<file path="src/dfrm_pkg.sv">
// ----------------------------------------------------------------------------
// dfrm_pkg
// Shared types and codes for the preamble/checksum deframer.
// ----------------------------------------------------------------------------
package dfrm_pkg;

   // parse phases
   localparam logic [2:0] PH_MARKS   = 3'd0;
   localparam logic [2:0] PH_HEADER  = 3'd1;
   localparam logic [2:0] PH_PAYLOAD = 3'd2;
   localparam logic [2:0] PH_CHECK   = 3'd3;
   localparam logic [2:0] PH_TRAIL   = 3'd4;
   localparam logic [2:0] PH_DONE    = 3'd5;
   localparam logic [2:0] PH_IDLE    = 3'd6;

   // verdict codes
   localparam logic [2:0] VERDICT_OK    = 3'd0;
   localparam logic [2:0] VERDICT_LEAD  = 3'd1;
   localparam logic [2:0] VERDICT_SYNC  = 3'd2;
   localparam logic [2:0] VERDICT_CSUM  = 3'd3;
   localparam logic [2:0] VERDICT_T55   = 3'd4;
   localparam logic [2:0] VERDICT_TED   = 3'd5;
   localparam logic [2:0] VERDICT_TYPE  = 3'd6;
   localparam logic [2:0] VERDICT_SHORT = 3'd7;

   // marker bytes
   localparam logic [7:0] LEAD_BYTE  = 8'hBE;
   localparam logic [7:0] SYNC_BYTE  = 8'hAA;
   localparam logic [7:0] T55_BYTE   = 8'h55;
   localparam logic [7:0] TED_BYTE   = 8'hED;
   localparam logic [7:0] TYPE_RESET = 8'h01;

   typedef struct packed {
      logic [7:0] data_byte;
      logic       first_of_datagram;
      logic       last_of_datagram;
   } item_type;

   typedef struct packed {
      logic [7:0] payload_byte;
      logic       payload_valid;
      logic       verdict_valid;
      logic [2:0] verdict;
   } result_type;

endpackage

</file>
<file path="src/dfrm_parser.sv">
// ----------------------------------------------------------------------------
// dfrm_parser
// Frame state and the per-byte step: checks markers, header, payload sum.
// ----------------------------------------------------------------------------
module dfrm_parser #(
   parameter int MARK_COUNT = 8
) (
   input  logic                 clock,
   input  logic                 reset,
   input  logic                 step_en,
   input  dfrm_pkg::item_type   item,
   input  logic [7:0]           accepted_type,
   output dfrm_pkg::result_type result
);

   localparam logic [15:0] MarkEnd  = 16'(MARK_COUNT);
   localparam logic [15:0] TrailEnd = 16'(2 * MARK_COUNT);

   logic [2:0]  phase_ff, phase_in;
   logic [15:0] position_ff, position_in;
   logic [15:0] length_ff, length_in;
   logic [7:0]  sum_ff, sum_in;
   logic [7:0]  type_ff, type_in;
   logic [2:0]  error_ff, error_in;

   always_comb begin
      logic [2:0]  ph;
      logic [15:0] pos;
      logic [15:0] pos_inc;
      logic [7:0]  b;
      logic        active;
      logic [2:0]  err_code;
      logic        err_hit;

      b        = item.data_byte;
      err_code = dfrm_pkg::VERDICT_OK;
      err_hit  = 1'b0;

      // a first byte restarts the parse before the byte is taken
      if (item.first_of_datagram) begin
         ph          = dfrm_pkg::PH_MARKS;
         pos         = '0;
         length_in   = '0;
         sum_in      = '0;
         type_in     = '0;
         error_in    = dfrm_pkg::VERDICT_OK;
      end else begin
         ph          = phase_ff;
         pos         = position_ff;
         length_in   = length_ff;
         sum_in      = sum_ff;
         type_in     = type_ff;
         error_in    = error_ff;
      end
      active      = (ph != dfrm_pkg::PH_IDLE);
      pos_inc     = pos + 16'd1;
      phase_in    = ph;
      position_in = pos;
      result      = '0;

      unique case (ph)
         dfrm_pkg::PH_MARKS: begin
            if (pos < MarkEnd) begin
               err_hit  = (b != dfrm_pkg::LEAD_BYTE);
               err_code = dfrm_pkg::VERDICT_LEAD;
            end else begin
               err_hit  = (b != dfrm_pkg::SYNC_BYTE);
               err_code = dfrm_pkg::VERDICT_SYNC;
            end
            position_in = pos_inc;
            if (pos_inc >= TrailEnd) begin
               phase_in    = dfrm_pkg::PH_HEADER;
               position_in = '0;
            end
         end
         dfrm_pkg::PH_HEADER: begin
            if (pos == 16'd0) begin
               length_in   = {8'd0, b};
               position_in = 16'd1;
            end else if (pos == 16'd1) begin
               length_in   = {b, length_in[7:0]};
               position_in = 16'd2;
            end else begin
               type_in     = b;
               position_in = '0;
               phase_in    = (length_in == 16'd0) ? dfrm_pkg::PH_CHECK
                                                  : dfrm_pkg::PH_PAYLOAD;
            end
         end
         dfrm_pkg::PH_PAYLOAD: begin
            result.payload_byte  = b;
            result.payload_valid = 1'b1;
            sum_in               = sum_in + b;
            position_in          = pos_inc;
            if (pos_inc >= length_in) begin
               position_in = '0;
               phase_in    = dfrm_pkg::PH_CHECK;
            end
         end
         dfrm_pkg::PH_CHECK: begin
            err_hit     = (b != sum_in);
            err_code    = dfrm_pkg::VERDICT_CSUM;
            position_in = '0;
            phase_in    = dfrm_pkg::PH_TRAIL;
         end
         dfrm_pkg::PH_TRAIL: begin
            if (pos < MarkEnd) begin
               err_hit  = (b != dfrm_pkg::T55_BYTE);
               err_code = dfrm_pkg::VERDICT_T55;
            end else begin
               err_hit  = (b != dfrm_pkg::TED_BYTE);
               err_code = dfrm_pkg::VERDICT_TED;
            end
            position_in = pos_inc;
            if (pos_inc >= TrailEnd) begin
               position_in = '0;
               phase_in    = dfrm_pkg::PH_DONE;
            end
         end
         default: begin
         end
      endcase

      // first error wins
      if (err_hit && (error_in == dfrm_pkg::VERDICT_OK)) begin
         error_in = err_code;
      end

      if (item.last_of_datagram && active) begin
         result.verdict_valid = 1'b1;
         priority if (error_in != dfrm_pkg::VERDICT_OK) begin
            result.verdict = error_in;
         end else if (phase_in != dfrm_pkg::PH_DONE) begin
            result.verdict = dfrm_pkg::VERDICT_SHORT;
         end else if (type_in != accepted_type) begin
            result.verdict = dfrm_pkg::VERDICT_TYPE;
         end else begin
            result.verdict = dfrm_pkg::VERDICT_OK;
         end
         phase_in    = dfrm_pkg::PH_IDLE;
         position_in = '0;
      end
   end

   always_ff @(posedge clock) begin
      if (reset) begin
         phase_ff    <= dfrm_pkg::PH_MARKS;
         position_ff <= '0;
         length_ff   <= '0;
         sum_ff      <= '0;
         type_ff     <= '0;
         error_ff    <= dfrm_pkg::VERDICT_OK;
      end else if (step_en) begin
         phase_ff    <= phase_in;
         position_ff <= position_in;
         length_ff   <= length_in;
         sum_ff      <= sum_in;
         type_ff     <= type_in;
         error_ff    <= error_in;
      end
   end

endmodule

</file>
<file path="src/preamble_frame_checksum_deframer.sv">
// ----------------------------------------------------------------------------
// preamble_frame_checksum_deframer
// Byte-wise checker for lead/sync framed datagrams with additive checksum.
// ----------------------------------------------------------------------------
// Usage:
//   req_* carries one datagram byte per request with first/last markers.
//   Every request yields exactly one response on rsp_*: the payload byte
//   (when the byte was payload) and, on a datagram's last byte, a verdict.
//   csr_* writes accepted_type; csr_ready is always high, and writes are
//   expected only while no request is in flight.
// Path: an accepted request passes two register stages, the request
//   register and then the response register, before it shows on rsp_*.
// Throughput: one request per cycle unless rsp_stall holds a response, set
//   by the parse step between the request and response registers.
// Stall: when rsp_stall holds a pending response, the request register
//   still drains into it once it empties; req_stall rises only when both
//   stages are full and the response is stalled.
// Reset: both stages empty, parse state back to the lead marks,
//   accepted_type back to 0x01.
// ----------------------------------------------------------------------------
module preamble_frame_checksum_deframer #(
   parameter int MARK_COUNT = 8
) (
   input  logic       clock,
   input  logic       reset,
   // request channel
   input  logic       req_valid,
   output logic       req_stall,
   input  logic [7:0] req_data_byte,
   input  logic       req_first_of_datagram,
   input  logic       req_last_of_datagram,
   // response channel
   output logic       rsp_valid,
   input  logic       rsp_stall,
   output logic [7:0] rsp_payload_byte,
   output logic       rsp_payload_valid,
   output logic       rsp_verdict_valid,
   output logic [2:0] rsp_verdict,
   // configuration write
   input  logic       csr_valid,
   output logic       csr_ready,
   input  logic [7:0] csr_data
);

   logic                 req_valid_ff;
   dfrm_pkg::item_type   req_item_ff;
   logic                 rsp_valid_ff;
   dfrm_pkg::result_type rsp_item_ff;
   dfrm_pkg::result_type step_result;
   logic [7:0]           accepted_type_ff;
   logic                 out_free;
   logic                 step_en;

   // response register can take a new value this cycle
   assign out_free  = !rsp_valid_ff || !rsp_stall;
   assign step_en   = req_valid_ff && out_free;
   assign req_stall = req_valid_ff && !out_free;
   assign csr_ready = 1'b1;

   // request register
   always_ff @(posedge clock) begin
      if (reset) begin
         req_valid_ff <= 1'b0;
      end else if (!req_stall) begin
         req_valid_ff <= req_valid;
      end
   end

   always_ff @(posedge clock) begin
      if (req_valid && !req_stall) begin
         req_item_ff <= '{data_byte:         req_data_byte,
                          first_of_datagram: req_first_of_datagram,
                          last_of_datagram:  req_last_of_datagram};
      end
   end

   // configuration register
   always_ff @(posedge clock) begin
      if (reset) begin
         accepted_type_ff <= dfrm_pkg::TYPE_RESET;
      end else if (csr_valid && csr_ready) begin
         accepted_type_ff <= csr_data;
      end
   end

   dfrm_parser #(
      .MARK_COUNT (MARK_COUNT)
   ) u_parser (
      .clock         (clock),
      .reset         (reset),
      .step_en       (step_en),
      .item          (req_item_ff),
      .accepted_type (accepted_type_ff),
      .result        (step_result)
   );

   // response register
   always_ff @(posedge clock) begin
      if (reset) begin
         rsp_valid_ff <= 1'b0;
      end else if (out_free) begin
         rsp_valid_ff <= req_valid_ff;
      end
   end

   always_ff @(posedge clock) begin
      if (step_en) begin
         rsp_item_ff <= step_result;
      end
   end

   assign rsp_valid         = rsp_valid_ff;
   assign rsp_payload_byte  = rsp_item_ff.payload_byte;
   assign rsp_payload_valid = rsp_item_ff.payload_valid;
   assign rsp_verdict_valid = rsp_item_ff.verdict_valid;
   assign rsp_verdict       = rsp_item_ff.verdict;

endmodule

</file>
<file path="config.mk">
export PLATFORM = sky130hd
export DESIGN_NAME = preamble_frame_checksum_deframer
export DESIGN_NICKNAME = d
export VERILOG_FILES = /design/src/dfrm_pkg.sv /design/src/dfrm_parser.sv /design/src/preamble_frame_checksum_deframer.sv
export SDC_FILE = /design/constraint.sdc
export NUM_CORES = 1
export LEC_CHECK = 0
export ABC_AREA = 1
export BUFFER_PORTS_ARGS = -buffer_cell sky130_fd_sc_hd__buf_2
export CAP_MARGIN = 20
export CELL_PAD_IN_SITES_DETAIL_PLACEMENT = 1
export CELL_PAD_IN_SITES_GLOBAL_PLACEMENT = 2
export CORE_MARGIN = 4
export CORE_UTILIZATION = 25
export DETAILED_ROUTE_END_ITERATION = 8
export PLACE_DENSITY = 0.7
export RECOVER_POWER = 25
export SYNTH_ARGS = -nofsm -noshare
export SYNTH_HDL_FRONTEND = slang
export SYNTH_SLANG_ARGS = --single-unit
</file>
<file path="constraint.sdc">
create_clock -name clock -period 3.55 [get_ports clock]
set_input_delay 0.5325 -clock clock [delete_from_list [all_inputs] [get_ports clock]]
set_output_delay 0.5325 -clock clock [all_outputs]
set_load 0.1 [all_outputs]
</file>
==> impl_metrics.py <==
metrics = {
    "timing": {
        "max_freq_ghz": 0.306,
        "relSlewSlack": -0.318,
        "setup_viol": 0,
        "fin_crit_sh": 0.921,
        "drv_slew": 69,
        "rsz0062_at_grt": "yes",
        "final-hold-violation-count": 0,
        "final.min_clock_period_ns": 3.27,
        "tightest_slew_ns": 1.98,
        "fin_skew_ns": 0.0126,
    },
    "route": {
        "drc": 0,
        "antenna_left": 0,
        "wl_per_cell_um": 16.0,
        "drtPass1Iterations": 5,
        "routed_wl_mm": 19.7,
        "viasPerCell": 4.62,
        "via_count": 5695,
        "drt_iter0_markers": 270,
    },
    "critical_path": {
        "r2r_cells": 23,
        "arrival_ns": 3.38,
        "crit_path_end": "rsp_verdict[1]",
        "path_delay_family": "simple AND/OR/NAND/NOR gates",
        "cpMaxStageDelayCell": "edfxtp_1",
        "crit_path_start": "req_item_ff[1]",
        "worstPathRequired_ns": 3.66,
        "path_cells": "buf_8, clkinv_8, nand3_1, nor2_4, nand3_4, inv_1, nand3b_1, nand2_1, inv_1, ha_1, nand2_1, inv_1, nand3_1, nor2_1, nand2_1, nor2_1, nor2_2, nand3_1, nand2_1, nand2_2, nand4_1, a21oi_1, nor2_1",
        "cp_common_cell": "nand2_1",
        "path_buf_inv": 5,
        "crit_type": "register to register",
        "critPathMaxFanout": 19,
        "worstSetupStartpointType": "register",
        "slowest_delay_ns": 0.48,
        "worst_r2r_endpoint": "rsp_verdict[1]",
        "r2r_setup_slack_ns": 0.28,
        "cp-end-kind": "register",
        "crit_cells": 23,
        "r2r_start": "req_item_ff[1]",
    },
    "grt": {
        "use_met2": 0.246,
        "grt_start_max_net_pins": 39,
        "gr-usage-met3": 0.0286,
        "grt.total_usage": 0.153,
        "antenna_found_initial": 1,
        "top_usage_layer": "met2",
        "grt_pass1_vias": 5681,
        "grt_pass1_wl_mm": 31.7,
        "overflow": 0,
        "use_met1": 0.215,
    },
    "floorplanning": {
        "num_io_pins": 39,
        "die_y_um": 162,
        "start_util": 0.257,
        "rows": 55,
        "dieArea_mm2": 0.0261,
        "die_w_um": 162,
        "core_mm2": 0.0229,
    },
    "logic_synthesis": {
        "synth_ff_type": "dfxtp_1",
        "syn_avg_cell_area_um2": 6.69,
        "synth_top_area_cell": "dfxtp_1",
        "yosys.area_share.xor_xnor": 0.0104,
        "synth-warning-count": 0,
        "synth_compound_area_frac": 0.177,
        "synthSimpleGateAreaFrac": 0.293,
        "async_reset_ff_frac": 0,
        "yosysMostFrequentCell": "nand2_1",
        "ys_ff_latch": 87,
        "synth_edf_count": 23,
        "synth_top_family_by_area": "simple AND/OR/NAND/NOR gates",
        "syn_inst": 881,
        "synth_common_cells": "nand2_1, inv_1, nor2_1",
        "yosys.area_share.adder": 0.0565,
        "synth.top_cell.area_share": 0.217,
        "synthMuxAreaShare": 0,
        "yosysUniqueCellTypes": 45,
        "syn_nets": 930,
        "synthTopCellsByArea": "dfxtp_1, nand2_1, edfxtp_1, inv_1, o21ai_0",
        "seq_area_frac_synth": 0.335,
        "syn_area_mm2": 0.00589,
    },
    "run_status": {
        "status": "finished with violations",
        "violations": "capacitance limit, slew limit",
    },
    "clock_network": {
        "h-tree-depth": 3,
        "cts_tree": "yes",
        "clk_path_buf_depth": 2,
        "cts.sinks": 87,
        "cts_hold_buf": 0,
        "cts-root-buf": "clkbuf_16",
        "cts.clk_slew.worst_paths_ns": 0.07,
        "clk_latency_ns": 0.36,
        "cts_inserted_buffers": 9,
    },
    "power": {
        "power.leakage_nw": 3.17,
        "ir_drop_mv": 0.196,
        "p_per_area_mw_per_mm2": 363,
    },
    "layout": {
        "diodes": 0,
        "final_area_mm2": 0.00678,
        "synthToLayoutAreaGrowth_pct": 15.0,
        "finalNonFillerCells": 1232,
        "fin_nets": 963,
        "final_core_util": 0.296,
        "drive_gt1_frac": 0.122,
    },
    "worst_hold_path": {
        "hold_path_class": "primary input to register",
    },
    "place": {
        "dp_cells": 1213,
        "hpwl_mm": 14.8,
        "placed_area_mm2": 0.00642,
        "routabilityCongestion": 0.803,
        "io_buffers": 37,
    },
    "flow_run": {
        "drv_cap": 2,
    },
}
[worst min-delay path by stage]
stage / from / end / slack [ns] / depth (start not counted)
floorplan: u_parser.length_ff[12] / u_parser.length_ff[12] / 0.44 / 2
global placement: u_parser.length_ff[14] / u_parser.length_ff[14] / 0.46 / 2
detailed placement: u_parser.length_ff[8] / u_parser.length_ff[8] / 0.46 / 2
CTS: req_data_byte[2] / req_item_ff[4] / 0.33 / 1
global route: req_data_byte[3] / req_item_ff[5] / 0.33 / 1
finish: req_data_byte[2] / req_item_ff[4] / 0.34 / 1
[cells by family (layout without fill, tap and decap cells)]
logic type                 after synthesis  in the layout
and+or+nand+nor                        387            387
buffers and inverters                  187            225
AOI/OAI and AO/OA                      186            186
DFF                                     87             87
adders and majority gates               26             26
xor gates and xnor gates                 7              7
other                                    1              1
[cell usage in the layout (no fill, tap or decap), types with 12 or more instances in the layout]
cell,n
ha_1,24
nand3_1,42
nand2_1,199
buf_4,15
dfxtp_1,64
edfxtp_1,23
buf_2,35
inv_1,146
o21ai_0,73
nor2_1,81
nand4_1,22
o211ai_1,12
a21oi_1,65
[through the flow]
| step | setup slack (ns) | hold WS (ns) | power [mW] | setup TNS, ns |
|---|---|---|---|---|
| global route | -0.0154 | 0.331 | 2.59 | -0.0154 |
| global placement | 0.236 | 0.459 | 1.51 | 0 |
| floorplan | 0.253 | 0.441 | 1.40 | 0 |
| detailed placement | 0.121 | 0.457 | 1.52 | 0 |
| CTS | 0.106 | 0.331 | 2.50 | 0 |
| finish | 0.280 | 0.344 | 2.46 | 0 |
[registers in the layout (all words and copies together) (netlist names), 3 cells and up]
signal,count
u_parser.type_ff,8
req_item_ff,10
u_parser.position_ff,16
u_parser.phase_ff,3
rsp_verdict,3
u_parser.error_ff,3
u_parser.length_ff,16
accepted_type_ff,8
u_parser.sum_ff,8
rsp_payload_byte,8
[timing repair]
| action | in CTS | in global routing |
|---|---|---|
| endpoints found under the setup margin | 0 | 14 |
| resized for setup | 0 | 14 |
| setup buffers | 0 | 2 |
[report_power, final]
group          switching (mW)  internal [mW]
clock                   0.459          0.506
sequential             0.0328           1.07
combinational           0.282          0.112
total                   0.773           1.69
[layout make-up]
cell class / instances / area (µm²)
Sequential cell: 87 / 1970
Tap cell: 313 / 392
Inverter: 153 / 587
Timing Repair Buffer: 55 / 318
Fill cell: 2880 / 16100
Clock buffer: 10 / 239
Multi-Input combinational cell: 607 / 3210
Timing Repair inverter: 1 / 8.76
Clock inverter: 6 / 51.3
[per-layer routing]
metal | up-vias | share of wire
met2 | 66 | 0.46
met1 | 2687 | 0.50
met5 | - | 0.00066
met4 | 2 | 0.0089
met3 | 10 | 0.035
li1 | 2930 | -
Power figures use the tool's default switching activity.
